===== src/hdl/gsac_pkg.sv =====
// ----------------------------------------------------------------------------
// gsac_pkg: shared types and constants
// Word formats, operation codes, register indexes and the full-scale decode
// of the grayscale sensor array conditioner.
// ----------------------------------------------------------------------------
package gsac_pkg;

    localparam int SAMPLE_W = 14;
    localparam int FS_W     = 15;
    localparam int SCALE_W  = 31;
    localparam int CFG_IDX_W  = 2;
    localparam int CFG_DATA_W = 8;

    // Operation codes of an input word
    localparam logic OP_SAMPLE = 1'b0;
    localparam logic OP_CAL    = 1'b1;

    // Configuration register indexes
    localparam logic [CFG_IDX_W-1:0] REG_ADC_RES = 2'd0;
    localparam logic [CFG_IDX_W-1:0] REG_REVERSE = 2'd1;

    // Resolution codes
    localparam logic [1:0] RES_8BIT  = 2'd0;
    localparam logic [1:0] RES_10BIT = 2'd1;
    localparam logic [1:0] RES_12BIT = 2'd2;
    localparam logic [1:0] RES_14BIT = 2'd3;

    // Divide by three: q = (n * DIV3_MUL) >> DIV3_SHIFT, exact for n < 2**16
    localparam int DIV3_IN_W = 16;
    localparam int DIV3_MUL_W = 17;
    localparam logic [DIV3_MUL_W-1:0] DIV3_MUL = 17'd87382;
    localparam int DIV3_SHIFT = 18;

    typedef struct packed {
        logic                op;
        logic [SAMPLE_W-1:0] sample;
        logic [2:0]          cal_channel;
        logic [SAMPLE_W-1:0] cal_white;
        logic [SAMPLE_W-1:0] cal_black;
    } gsac_in_t;

    typedef struct packed {
        logic [2:0]          channel;
        logic [SAMPLE_W-1:0] average;
        logic [FS_W-1:0]     normalized;
        logic [7:0]          digital;
        logic                calibrated;
        logic                last_of_scan;
    } gsac_out_t;

    // One calibration entry of a channel position
    typedef struct packed {
        logic [SAMPLE_W-1:0] upper;
        logic [SAMPLE_W-1:0] lower;
        logic [SAMPLE_W-1:0] black;
        logic [SCALE_W-1:0]  scale;
    } gsac_cal_t;

    function automatic logic [FS_W-1:0] full_scale(input logic [1:0] res);
        logic [FS_W-1:0] fs;
        unique case (res)
            RES_8BIT:  fs = 15'd255;
            RES_10BIT: fs = 15'd1024;
            RES_12BIT: fs = 15'd4096;
            RES_14BIT: fs = 15'd16384;
            default:   fs = 15'd16384;
        endcase
        return fs;
    endfunction

endpackage


===== src/hdl/gsac_if.sv =====
// ----------------------------------------------------------------------------
// gsac_if: channel interfaces
// Input, result and configuration write channels with valid/ready handshake.
// ----------------------------------------------------------------------------
interface gsac_in_if import gsac_pkg::*; ();
    logic     valid;
    logic     ready;
    gsac_in_t data;

    modport source (output valid, output data, input ready);
    modport sink   (input valid, input data, output ready);
endinterface

interface gsac_out_if import gsac_pkg::*; ();
    logic      valid;
    logic      ready;
    gsac_out_t data;

    modport source (output valid, output data, input ready);
    modport sink   (input valid, input data, output ready);
endinterface

interface gsac_cfg_if import gsac_pkg::*; ();
    logic                  valid;
    logic                  ready;
    logic [CFG_IDX_W-1:0]  index;
    logic [CFG_DATA_W-1:0] data;

    modport source (output valid, output index, output data, input ready);
    modport sink   (input valid, input index, input data, output ready);
endinterface


===== src/hdl/gray_sensor_array_conditioner_top.sv =====
// ----------------------------------------------------------------------------
// gray_sensor_array_conditioner_top: grayscale line sensor conditioner
// Averages raw readings per channel, applies hysteresis thresholds and a
// calibrated black offset and scale, and loads per-channel calibration.
// ----------------------------------------------------------------------------
// Usage:
//   in_ch  : one word per handshake; op selects a raw ADC reading or a
//            calibration load (white/black levels of one position).
//   out_ch : one result word after every READS_PER_CHANNEL readings.
//   cfg_ch : register writes (resolution, reverse order), always ready.
// Sequence:
//   A reading that does not complete a channel is only accumulated. The
//   reading that completes it steps through accept, average multiply plus
//   calibration memory read, threshold compare plus scale multiply, clamp
//   and load into the output register, waiting while it is full. A calibration
//   load runs the bit-serial scale divider (31 steps, one quotient bit each).
// Reset:
//   Clears counters, scan position, digital bits and the calibrated flag;
//   per-entry valid bits make every calibration entry read as zero.
// Stall:
//   The output register holds a result until taken; the block keeps taking
//   input words meanwhile and waits only when a new result finds it full.
// ----------------------------------------------------------------------------
module gray_sensor_array_conditioner_top import gsac_pkg::*; #(
    parameter int NUM_CHANNELS      = 8,
    parameter int READS_PER_CHANNEL = 8
) (
    input  logic       clk,
    input  logic       rst_n,
    gsac_in_if.sink    in_ch,
    gsac_out_if.source out_ch,
    gsac_cfg_if.sink   cfg_ch
);

    // Widths derived from the channel and reading counts
    localparam int POS_W  = $clog2(NUM_CHANNELS);
    localparam int PX_W   = (POS_W > 3) ? POS_W : 3;
    localparam int DIG_W  = (NUM_CHANNELS > 8) ? NUM_CHANNELS : 8;
    localparam int RD_LOG = $clog2(READS_PER_CHANNEL);
    localparam int CNT_W  = (RD_LOG > 0) ? RD_LOG : 1;
    localparam int SUM_W  = SAMPLE_W + RD_LOG;
    // Average by reciprocal: floor(sum / R) = (sum * AVG_MUL) >> AVG_SHIFT
    localparam int AVG_SHIFT = SUM_W + RD_LOG;
    localparam int AVG_PROD_W = 2 * SUM_W + 1;
    localparam logic [SUM_W:0] AVG_MUL = (SUM_W + 1)'(
        ((64'd1 << AVG_SHIFT) + 64'(READS_PER_CHANNEL) - 64'd1)
        / 64'(READS_PER_CHANNEL));
    localparam int DIV_STEPS = SCALE_W;
    localparam int DIV_CNT_W = $clog2(DIV_STEPS);
    localparam int NPROD_W = SAMPLE_W + SCALE_W;

    // Sequencer states
    localparam logic [2:0] ST_IDLE = 3'd0;
    localparam logic [2:0] ST_AVG  = 3'd1;
    localparam logic [2:0] ST_READ = 3'd2;
    localparam logic [2:0] ST_NORM = 3'd3;
    localparam logic [2:0] ST_THR  = 3'd4;
    localparam logic [2:0] ST_DIV  = 3'd5;
    localparam logic [2:0] ST_WR   = 3'd6;

    // ------------------------------------------------------------------
    // Control state
    // ------------------------------------------------------------------
    logic [2:0]       state_reg,   state_next;
    logic [1:0]       res_reg,     res_next;
    logic             rev_reg,     rev_next;
    logic [CNT_W-1:0] cnt_reg,     cnt_next;
    logic [POS_W-1:0] scan_reg,    scan_next;
    logic [SUM_W-1:0] sum_reg,     sum_next;
    logic [DIG_W-1:0] dig_reg,     dig_next;
    logic             calflag_reg, calflag_next;
    logic [NUM_CHANNELS-1:0] ent_valid_reg, ent_valid_next;
    logic             out_valid_reg, out_valid_next;
    logic [DIV_CNT_W-1:0] dcnt_reg, dcnt_next;

    // ------------------------------------------------------------------
    // Datapath registers (no reset)
    // ------------------------------------------------------------------
    logic [SAMPLE_W-1:0] avg_reg;
    logic [POS_W-1:0]    pos_reg;
    logic                last_reg;
    logic                below_reg;
    logic [NPROD_W-1:0]  nprod_reg;
    gsac_cal_t           rd_data_reg;
    logic                rd_valid_reg;
    gsac_out_t           out_data_reg;
    // calibration path
    logic [SAMPLE_W-1:0] w_reg, b_reg;
    logic [POS_W-1:0]    cidx_reg;
    logic [FS_W-1:0]     cfs_reg;
    logic [SAMPLE_W-1:0] up_reg, lo_reg;
    logic [SAMPLE_W-1:0] dvs_reg;
    logic [SAMPLE_W:0]   rem_reg;
    logic [SCALE_W-1:0]  quo_reg;

    gsac_cal_t cal_mem [NUM_CHANNELS];

    // ------------------------------------------------------------------
    // Combinational helpers
    // ------------------------------------------------------------------
    logic                in_acc;
    logic                cfg_acc;
    logic                rd_last;
    logic                scan_last;
    logic [POS_W-1:0]    pos_cur;
    logic [PX_W-1:0]     cal_ext;
    logic [PX_W-1:0]     pos_ext;
    logic                cal_in_range;
    logic                swap;
    logic [AVG_PROD_W-1:0] avg_prod;
    gsac_cal_t           ent;
    logic [SAMPLE_W-1:0] ndiff;
    logic [DIV3_IN_W-1:0] up_sum, lo_sum;
    logic [DIV3_IN_W+DIV3_MUL_W-1:0] up_prod, lo_prod;
    logic [SAMPLE_W:0]   rem_sh;
    logic                rem_ge;
    logic [FS_W-1:0]     fs_now;
    logic [NPROD_W-17:0] nscaled;
    logic [FS_W-1:0]     norm;
    logic                out_free;

    assign in_acc   = in_ch.valid & in_ch.ready;
    assign cfg_acc  = cfg_ch.valid & cfg_ch.ready;
    assign in_ch.ready  = (state_reg == ST_IDLE);
    assign cfg_ch.ready = 1'b1;
    assign out_ch.valid = out_valid_reg;
    assign out_ch.data  = out_data_reg;
    assign out_free = ~out_valid_reg | out_ch.ready;

    assign rd_last   = (cnt_reg == CNT_W'(READS_PER_CHANNEL - 1));
    assign scan_last = (scan_reg == POS_W'(NUM_CHANNELS - 1));
    assign pos_cur   = rev_reg ? (POS_W'(NUM_CHANNELS - 1) - scan_reg) : scan_reg;

    assign cal_ext      = PX_W'(in_ch.data.cal_channel);
    assign cal_in_range = (32'(in_ch.data.cal_channel) < NUM_CHANNELS);
    assign swap         = (in_ch.data.cal_black >= in_ch.data.cal_white);

    assign avg_prod = AVG_PROD_W'(sum_reg) * AVG_PROD_W'(AVG_MUL);

    // Unwritten entries read as the reset value
    assign ent   = rd_valid_reg ? rd_data_reg : '0;
    assign ndiff = avg_reg - ent.black;

    assign up_sum  = {1'b0, w_reg, 1'b0} + DIV3_IN_W'(b_reg);
    assign lo_sum  = DIV3_IN_W'(w_reg) + {1'b0, b_reg, 1'b0};
    assign up_prod = (DIV3_IN_W + DIV3_MUL_W)'(up_sum) * (DIV3_IN_W + DIV3_MUL_W)'(DIV3_MUL);
    assign lo_prod = (DIV3_IN_W + DIV3_MUL_W)'(lo_sum) * (DIV3_IN_W + DIV3_MUL_W)'(DIV3_MUL);

    // One restoring divider step per cycle
    assign rem_sh = {rem_reg[SAMPLE_W-1:0], quo_reg[SCALE_W-1]};
    assign rem_ge = (rem_sh >= {1'b0, dvs_reg});

    assign fs_now  = full_scale(res_reg);
    assign nscaled = nprod_reg[NPROD_W-1:16];
    always_comb
    begin
        if (below_reg)
            norm = '0;
        else if (nscaled > (NPROD_W - 16)'(fs_now))
            norm = fs_now;
        else
            norm = nscaled[FS_W-1:0];
    end

    assign pos_ext = PX_W'(pos_reg);

    // ------------------------------------------------------------------
    // Next-state logic
    // ------------------------------------------------------------------
    always_comb
    begin
        state_next     = state_reg;
        res_next       = res_reg;
        rev_next       = rev_reg;
        cnt_next       = cnt_reg;
        scan_next      = scan_reg;
        sum_next       = sum_reg;
        dig_next       = dig_reg;
        calflag_next   = calflag_reg;
        ent_valid_next = ent_valid_reg;
        out_valid_next = out_valid_reg;
        dcnt_next      = dcnt_reg;

        if (cfg_acc) begin
            unique case (cfg_ch.index)
                REG_ADC_RES: res_next = cfg_ch.data[1:0];
                REG_REVERSE: rev_next = cfg_ch.data[0];
                default: ;
            endcase
        end

        // Drop the result once the sink takes it
        if (out_ch.valid && out_ch.ready)
            out_valid_next = 1'b0;

        unique case (state_reg)
            ST_IDLE:
            begin
                if (in_acc) begin
                    if (in_ch.data.op == OP_SAMPLE) begin
                        sum_next = sum_reg + SUM_W'(in_ch.data.sample);
                        if (rd_last) begin
                            cnt_next   = '0;
                            state_next = ST_AVG;
                        end else begin
                            cnt_next = cnt_reg + 1'b1;
                        end
                    end else if (cal_in_range) begin
                        state_next = ST_THR;
                    end
                end
            end
            ST_AVG:
            begin
                // Average and memory read issue happen together
                sum_next   = '0;
                scan_next  = scan_last ? '0 : scan_reg + 1'b1;
                state_next = ST_READ;
            end
            ST_READ:
            begin
                if (avg_reg > ent.upper)
                    dig_next[pos_reg] = 1'b1;
                else if (avg_reg < ent.lower)
                    dig_next[pos_reg] = 1'b0;
                state_next = ST_NORM;
            end
            ST_NORM:
            begin
                // Hold until the output register is free
                if (out_free) begin
                    out_valid_next = 1'b1;
                    state_next     = ST_IDLE;
                end
            end
            ST_THR:
            begin
                dcnt_next  = '0;
                state_next = ST_DIV;
            end
            ST_DIV:
            begin
                dcnt_next = dcnt_reg + 1'b1;
                if (dcnt_reg == DIV_CNT_W'(DIV_STEPS - 1))
                    state_next = ST_WR;
            end
            ST_WR:
            begin
                ent_valid_next[cidx_reg] = 1'b1;
                calflag_next             = 1'b1;
                state_next               = ST_IDLE;
            end
            default:
            begin
                state_next = ST_IDLE;
            end
        endcase
    end

    always_ff @(posedge clk or negedge rst_n)
    begin
        if (!rst_n) begin
            state_reg     <= ST_IDLE;
            res_reg       <= RES_12BIT;
            rev_reg       <= 1'b0;
            cnt_reg       <= '0;
            scan_reg      <= '0;
            sum_reg       <= '0;
            dig_reg       <= '0;
            calflag_reg   <= 1'b0;
            ent_valid_reg <= '0;
            out_valid_reg <= 1'b0;
            dcnt_reg      <= '0;
        end else begin
            state_reg     <= state_next;
            res_reg       <= res_next;
            rev_reg       <= rev_next;
            cnt_reg       <= cnt_next;
            scan_reg      <= scan_next;
            sum_reg       <= sum_next;
            dig_reg       <= dig_next;
            calflag_reg   <= calflag_next;
            ent_valid_reg <= ent_valid_next;
            out_valid_reg <= out_valid_next;
            dcnt_reg      <= dcnt_next;
        end
    end

    // ------------------------------------------------------------------
    // Sample datapath
    // ------------------------------------------------------------------
    always_ff @(posedge clk)
    begin
        if (state_reg == ST_AVG) begin
            avg_reg  <= avg_prod[AVG_SHIFT +: SAMPLE_W];
            pos_reg  <= pos_cur;
            last_reg <= scan_last;
        end
        if (state_reg == ST_READ) begin
            below_reg <= (avg_reg < ent.black);
            nprod_reg <= NPROD_W'(ndiff) * NPROD_W'(ent.scale);
        end
        if (state_reg == ST_NORM && out_free) begin
            out_data_reg.channel      <= pos_ext[2:0];
            out_data_reg.average      <= avg_reg;
            out_data_reg.normalized   <= norm;
            out_data_reg.digital      <= dig_reg[7:0];
            out_data_reg.calibrated   <= calflag_reg;
            out_data_reg.last_of_scan <= last_reg;
        end
    end

    // ------------------------------------------------------------------
    // Calibration memory: registered read, single write port
    // ------------------------------------------------------------------
    always_ff @(posedge clk)
    begin
        if (state_reg == ST_AVG) begin
            rd_data_reg  <= cal_mem[pos_cur];
            rd_valid_reg <= ent_valid_reg[pos_cur];
        end
    end

    always_ff @(posedge clk)
    begin
        if (state_reg == ST_WR) begin
            cal_mem[cidx_reg] <= '{upper: up_reg, lower: lo_reg, black: b_reg,
                                   scale: (dvs_reg == '0) ? '0 : quo_reg};
        end
    end

    // ------------------------------------------------------------------
    // Calibration datapath: order levels, thirds, scale divider
    // ------------------------------------------------------------------
    always_ff @(posedge clk)
    begin
        if (state_reg == ST_IDLE && in_acc) begin
            w_reg    <= swap ? in_ch.data.cal_black : in_ch.data.cal_white;
            b_reg    <= swap ? in_ch.data.cal_white : in_ch.data.cal_black;
            cidx_reg <= cal_ext[POS_W-1:0];
            cfs_reg  <= fs_now;
        end
        if (state_reg == ST_THR) begin
            up_reg  <= up_prod[DIV3_SHIFT +: SAMPLE_W];
            lo_reg  <= lo_prod[DIV3_SHIFT +: SAMPLE_W];
            dvs_reg <= w_reg - b_reg;
            rem_reg <= '0;
            quo_reg <= {cfs_reg, 16'd0};
        end
        if (state_reg == ST_DIV) begin
            rem_reg <= rem_ge ? (rem_sh - {1'b0, dvs_reg}) : rem_sh;
            quo_reg <= {quo_reg[SCALE_W-2:0], rem_ge};
        end
    end

endmodule


===== src/flat_wrapper.sv =====
// flat-port wrapper written by rule: the top's interface ports become plain ports
module gray_sensor_array_conditioner_top_flat import gsac_pkg::*;
#(
    parameter int NUM_CHANNELS      = 8,
    parameter int READS_PER_CHANNEL = 8
)
  (clk, rst_n, in_ch_valid, in_ch_data, in_ch_ready, out_ch_valid, out_ch_data, out_ch_ready, cfg_ch_valid, cfg_ch_index, cfg_ch_data, cfg_ch_ready);
  gsac_in_if in_ch_i ();
  gsac_out_if out_ch_i ();
  gsac_cfg_if cfg_ch_i ();
  input  logic clk;
  input  logic rst_n;
  input wire logic [$bits(in_ch_i.valid)-1:0] in_ch_valid;
  input wire logic [$bits(in_ch_i.data)-1:0] in_ch_data;
  output wire logic [$bits(in_ch_i.ready)-1:0] in_ch_ready;
  output wire logic [$bits(out_ch_i.valid)-1:0] out_ch_valid;
  output wire logic [$bits(out_ch_i.data)-1:0] out_ch_data;
  input wire logic [$bits(out_ch_i.ready)-1:0] out_ch_ready;
  input wire logic [$bits(cfg_ch_i.valid)-1:0] cfg_ch_valid;
  input wire logic [$bits(cfg_ch_i.index)-1:0] cfg_ch_index;
  input wire logic [$bits(cfg_ch_i.data)-1:0] cfg_ch_data;
  output wire logic [$bits(cfg_ch_i.ready)-1:0] cfg_ch_ready;
  assign in_ch_i.valid = in_ch_valid;
  assign in_ch_i.data = in_ch_data;
  assign in_ch_ready = in_ch_i.ready;
  assign out_ch_valid = out_ch_i.valid;
  assign out_ch_data = out_ch_i.data;
  assign out_ch_i.ready = out_ch_ready;
  assign cfg_ch_i.valid = cfg_ch_valid;
  assign cfg_ch_i.index = cfg_ch_index;
  assign cfg_ch_i.data = cfg_ch_data;
  assign cfg_ch_ready = cfg_ch_i.ready;
  gray_sensor_array_conditioner_top #(.NUM_CHANNELS(NUM_CHANNELS), .READS_PER_CHANNEL(READS_PER_CHANNEL)) u_core (.clk(clk), .rst_n(rst_n), .in_ch(in_ch_i), .out_ch(out_ch_i), .cfg_ch(cfg_ch_i));
endmodule

===== config.mk =====
export PLATFORM = sky130hd
export DESIGN_NAME = gray_sensor_array_conditioner_top_flat
export DESIGN_NICKNAME = d
export VERILOG_FILES = /design/src/hdl/gsac_pkg.sv /design/src/hdl/gsac_if.sv /design/src/hdl/gray_sensor_array_conditioner_top.sv /design/src/flat_wrapper.sv
export SDC_FILE = /design/constraint.sdc
export NUM_CORES = 2
export LEC_CHECK = 0
export BUFFER_PORTS_ARGS = -buffer_cell sky130_fd_sc_hd__clkbuf_2
export CAP_MARGIN = 25
export CORE_ASPECT_RATIO = 1.5
export CORE_MARGIN = 3
export CORE_UTILIZATION = 40
export DETAILED_ROUTE_END_ITERATION = 12
export GPL_ROUTABILITY_DRIVEN = 0
export RECOVER_POWER = 50
export SYNTH_ARGS = -nofsm -noshare
export SYNTH_HDL_FRONTEND = slang
export SYNTH_SLANG_ARGS = --single-unit

===== constraint.sdc =====
create_clock -name clk -period 14.48 [get_ports clk]
set_input_delay 0 -clock clk [delete_from_list [all_inputs] [get_ports clk]]
set_output_delay 0 -clock clk [all_outputs]
set_load 0.01 [all_outputs]

# Word level (Yosys, flattened, before mapping)
# Memories as Yosys holds them, arrays and structs flattened. A register that Yosys moved wholly into a read port is not among the register bits.
# Index checks and enable logic that the tools add are counted.
# totals
register_bits	292
latch_bits	0
mem_bits_rw	584
romBits	0
inputBits	61
out_inout_bits	45
elab_cells	138
n_memories	1
# classes
n_addsub	10
n_mul	3
n_div	0
magnitude_cmp	11
n_eq_ne	18
shift	0
muxes	37
bitwise_logic	8
reduce_logical	18
# mem_list
name	words	word_bits	rd	rd_ports_with_merged_regs	write_ports	line	text
u_core.cal_mem	8	73	1	1	1	gray_sensor_array_conditioner_top.sv:96	gsac_cal_t cal_mem [NUM_CHANNELS];
# ops
op	count
$mux 31	3
$mux 73	1
$mux 14	5
$mul 16x16->31 const B	2
$pmux 15 s4	1
$mul 14x31->45	1
$sub 14x14->14	3
$mux 17	2
$pmux 17 s2	1
$gt 29x15->1	1
$lt 14x14->1	2
$mux 3	8
$pmux 3 s6	1
$add 17x14->17	1
$add 14x15->16	1
$add 15x14->16	1
$mux 8	2
$or 8x8->8	2
$eq 3x3->1 const B	5
$ge 15x14->1	1
$mux 15	1
$ge 14x14->1	1
$gt 14x14->1	1
$logic_not 14->1	1
29 further kinds	57

# Longest topological paths before layout
# logic_depth
word_depth	8
mapped_depth	43
depth_no_buf	38

# Worst setup path after synthesis
# OpenSTA, ideal clock, no wires.
# synth_timing
kind	reg2reg
startpoint	register u_core.rd_valid_reg
endpoint	register u_core.nprod_reg[43], data pin
setup_time_ps	260
arrival_time_ps	9386
t_required_ps	14220
slack_ps	4834
path_stages_with_launch	41
n_path_buf	4
synth_period_minus_slack_ps	9646
path_cell_list	edfxtp_1 > clkbuf_1 > clkbuf_1 > clkbuf_1 > clkbuf_1 > and2_1 > ha_1 > inv_2 > fa_1 > a21o_1 > a21oi_1 > o21bai_1 > a21oi_1 > o21bai_1 > a21oi_2 > nor2b_1 > o21a_1 > o41a_1 > [... 5 more ...] > fa_1 > fa_1 > fa_1 > inv_1 > fa_1 > inv_1 > ha_1 > a21o_1 > a21o_1 > a21oi_2 > o31ai_4 > o21ai_4 > a31oi_4 > a211o_4 > a41oi_4 > a21oi_4 > a221oi_2 > xnor2_1
# synth_via
elab_chain_cells	3
# synth_rtl
item	line	text
from (decl)	gray_sensor_array_conditioner_top.sv:85	logic rd_valid_reg;
from (signal assigned)	gray_sensor_array_conditioner_top.sv:320	rd_valid_reg <= ent_valid_reg[pos_cur];
$mux 73 *	gray_sensor_array_conditioner_top.sv:141	assign ent = rd_valid_reg ? rd_data_reg : '0;
$sub 14x14->14	gray_sensor_array_conditioner_top.sv:142	assign ndiff = avg_reg - ent.black;
$mul 14x31->45 *	gray_sensor_array_conditioner_top.sv:301	nprod_reg <= NPROD_W'(ndiff) * NPROD_W'(ent.scale);
to (signal assigned)	gray_sensor_array_conditioner_top.sv:301	
to (decl)	gray_sensor_array_conditioner_top.sv:83	logic [NPROD_W-1:0] nprod_reg;
# Every way passes the cells marked *; elsewhere a longest branch is shown, timed or not.
# A chain may end at the register's enable or synchronous reset.

# Worst setup path after layout
# Same ends and word-level chain as after synthesis.

==> metrics.md <==
| Metric | Value |
|---|---|
| Post-route clock period utilization | `0.7138` |
| Worst-Skew Late Latency | `690 ps` |
| Minimum clock period after layout | `10340 ps` |
| Largest net degree at the start of global routing | `79` |
| Hold Path Depth | `2` |
| Max reg flops | `584` |
| Worst path bufs/invs | `5` |
| # IOs | `106` |
| Vias in the first global route | `38390` |
| Worst slew pin tran | `3365 ps` |
| Vias | `35170` |
| Netlist cell types | `82` |
| Setup Total Neg Slack | `0 ps` |
| CP max stage delay | `880 ps` |
| DIE HEIGHT | `480.9 µm` |
| Final Skew | `32.91 ps` |
| Hold Path Sink | `u_core.cidx_reg[0]` |
| Crit path max fanout | `60` |
| Register area | `27430 µm²` |
| Starting Density | `0.4045` |
| Die Wd | `322.6 µm` |
| Nets@finish | `5806` |
| Slew headroom | `-1.243` |
| First-pass GRT wire length | `221400 µm` |
| Reg2Reg Setup Slack | `4140 ps` |
| Root Buffer | `clkbuf_16` |
| Number of DRC markers in iteration 0 | `1984` |
| Max-cap viol count | `12` |
| CP Class | `register to register` |
| H-tree depth | `3` |
| Drc violations | `0` |
| HP Class | `primary input to register` |
| Main synth FF type | `edfxtp_1` |
| FF-to-FF End | `u_core.nprod_reg[43]` |
| Fmax | `96.75 MHz` |
| Synth Instances | `4556` |
| Total Wirelength | `141300 µm` |
| CTS sink count | `922` |
| Clk slew on worst S/H paths | `70 ps` |
| Ys Warns | `0` |
| Clock tree buffer depth | `3` |
| # setup viols final | `0` |
| Worst path most repeated cell | `fa_1` |
| Unrepaired setup endpoints after global routing | `no` |
| Vias per inst | `5.219` |
| Area of the multi-input gates | `29670 µm²` |
| Crit-path slowest cell | `xor2_2` |
| FF-to-FF path depth | `36` |
| Final hold violation count | `0` |
| CTS tree | `built` |
| Violated checks | `capacitance limit, slew limit` |
| Syn_area_per_cell | `13.20 µm²` |
| Crit path max-delay family | `adder cells` |
| Hold path startpoint | `in_ch_data[28]` |
| WL/cell | `20.97 µm` |
| Worst r2r src | `u_core.rd_valid_reg` |
| Slew Viols, Final | `407` |
| WP data required | `14910 ps` |
| Area of the die | `155200 µm²` |
| Post-Syn Area | `60150 µm²` |
| Most frequent cells in the layout | `870 x edfxtp_1, 698 x inv_1, 512 x fa_1` |
| Gr ovfl total | `0` |
| Status | `complete, but fails checks` |
| First-pass DRT Iterations | `5` |
| Share of the synthesized area in the top cell type | `0.4343` |
| Layout cell share with drive strength beyond 1 | `0.1157` |
| Core area | `148700 µm²` |
| Sequential share of the synthesized area | `0.4560` |
| Antenna diodes | `0` |
| GRT Resource Usage Total | `0.1870` |
| Synthesized Nets | `5623` |
| Area leader, netlist | `edfxtp_1` |
| Port buffer count | `98` |
| Num rows | `173` |
| Post-synth EDFFs | `870` |
| Seq cells post-synth | `922` |
| Final ANT Viol Nets | `0` |
| Ys async rst share | `0.05640` |
| Crit start category | `register` |
| Fillers | `13210` |
| Worst endpoint data arrival time | `10770 ps` |
| DP HPWL | `101900 µm` |
| Initial antenna violation count | `2` |
| Commonest non-fill, non-tap cell in the layout | `edfxtp_1` |
| Cts bufs inserted | `92` |
| Syn-to-layout area delta | `11.08%` |
| Setup crit end kind | `register` |
| Top cells by area, synth | `edfxtp_1 43%, fa_1 17%, ha_1 10%` |
==> cells in the mapped netlist, drive strengths merged, types with 5 or more instances <==
| cell type | n |
|---|---|
| edfxtp | 870 |
| inv | 700 |
| fa | 512 |
| ha | 494 |
| nand2 | 408 |
| nor2 | 215 |
| mux4 | 148 |
| clkbuf | 120 |
| mux2 | 106 |
| a21oi | 95 |
| a21o | 87 |
| xnor2 | 86 |
| o21ai | 83 |
| and2 | 82 |
| and3 | 56 |
| dfrtp | 51 |
| xor2 | 46 |
| nand3 | 45 |
| nand2b | 43 |
| nor3 | 40 |
| buf | 31 |
| nand4 | 30 |
| nor2b | 27 |
| a211oi | 21 |
| o21bai | 21 |
| o21a | 16 |
| mux2i | 15 |
| or2 | 13 |
| nor4 | 10 |
| a21boi | 9 |
| o31ai | 6 |
| a31oi | 5 |
| nand3b | 5 |
| or3 | 5 |
==> metal layers <==
layer | track usage | vias to the layer above | wire, µm
li1 | - | 16040 | -
met1 | 0.2196 | 18040 | 54750
met5 | 0 | - | 0
met4 | 0.07606 | 0 | 5758
met2 | 0.3472 | 800 | 75270
met3 | 0.01968 | 282 | 5539
==> worst register-to-register path, delay by kind of cell, from the launching register on <==
| kind | cells | cell delay (ps) |
|---|---|---|
| simple gates | 4 | 690 |
| compound gates | 17 | 3610 |
| flops | 1 | 380 |
| xor+xnor | 2 | 970 |
| fa+ha+maj | 8 | 3720 |
| buf+inv | 5 | 690 |
==> layout make-up <==
class / instances / share of cell area
Clock buffer: 117 / 0.03710
Timing Repair Buffer: 240 / 0.02477
Inverter: 700 / 0.03936
Clock inverter: 51 / 0.008239
Sequential cell: 922 / 0.4105
Multi-Input combinational cell: 2783 / 0.4440
Tap cell: 1925 / 0.03605
==> kinds of logic after synthesis <==
group	after synthesis	share of synthesized area
other	1	0.00006234
xor gates and xnor gates	132	0.01947
AOI/OAI and AO/OA	386	0.04441
muxes	269	0.07776
DFF	922	0.4560
adders and majority gates	1006	0.2732
and+or+nand+nor	989	0.07572
buffers and inverters	851	0.05344
==> how the worst max path moves through the flow <==
stage / start / cells past startpoint / to
floorplan: u_core.rd_valid_reg / 40 / u_core.nprod_reg[43]
global placement: u_core.rd_valid_reg / 36 / u_core.nprod_reg[43]
detailed placement: u_core.rd_valid_reg / 36 / u_core.nprod_reg[43]
CTS: u_core.rd_valid_reg / 36 / u_core.nprod_reg[43]
global route: u_core.rd_valid_reg / 36 / u_core.nprod_reg[43]
finish: u_core.rd_valid_reg / 36 / u_core.nprod_reg[43]
==> through the flow <==
| stage | hold WS (ps) | worst slack [ps] | utilization | cell area, µm² | std cells |
|---|---|---|---|---|---|
| after floorplan | -295.6 | 4834 | - | 60150 | 4556 |
| after global placement | 176.3 | 4335 | 0.4243 | 63100 | 6487 |
| after detailed placement | 181.4 | 4230 | 0.4246 | 63140 | 6490 |
| after CTS | 29.17 | 4195 | 0.4503 | 66960 | 6737 |
| after global routing | 59.21 | 3595 | 0.4493 | 66820 | 6738 |
| final | 64.76 | 4144 | 0.4493 | 66820 | 6738 |
==> timing repair <==
action                                  in CTS  in global routing
endpoints found under the setup margin       0                  0
buffers inserted                             0                  0
gates resized for setup                      0                  0
endpoints found under the hold margin      121                  0
hold buffers                                79                  0
Power is left out: the tool's default activity adds up to more than one toggle a clock period on the data nets, which glitch-free logic cannot reach.
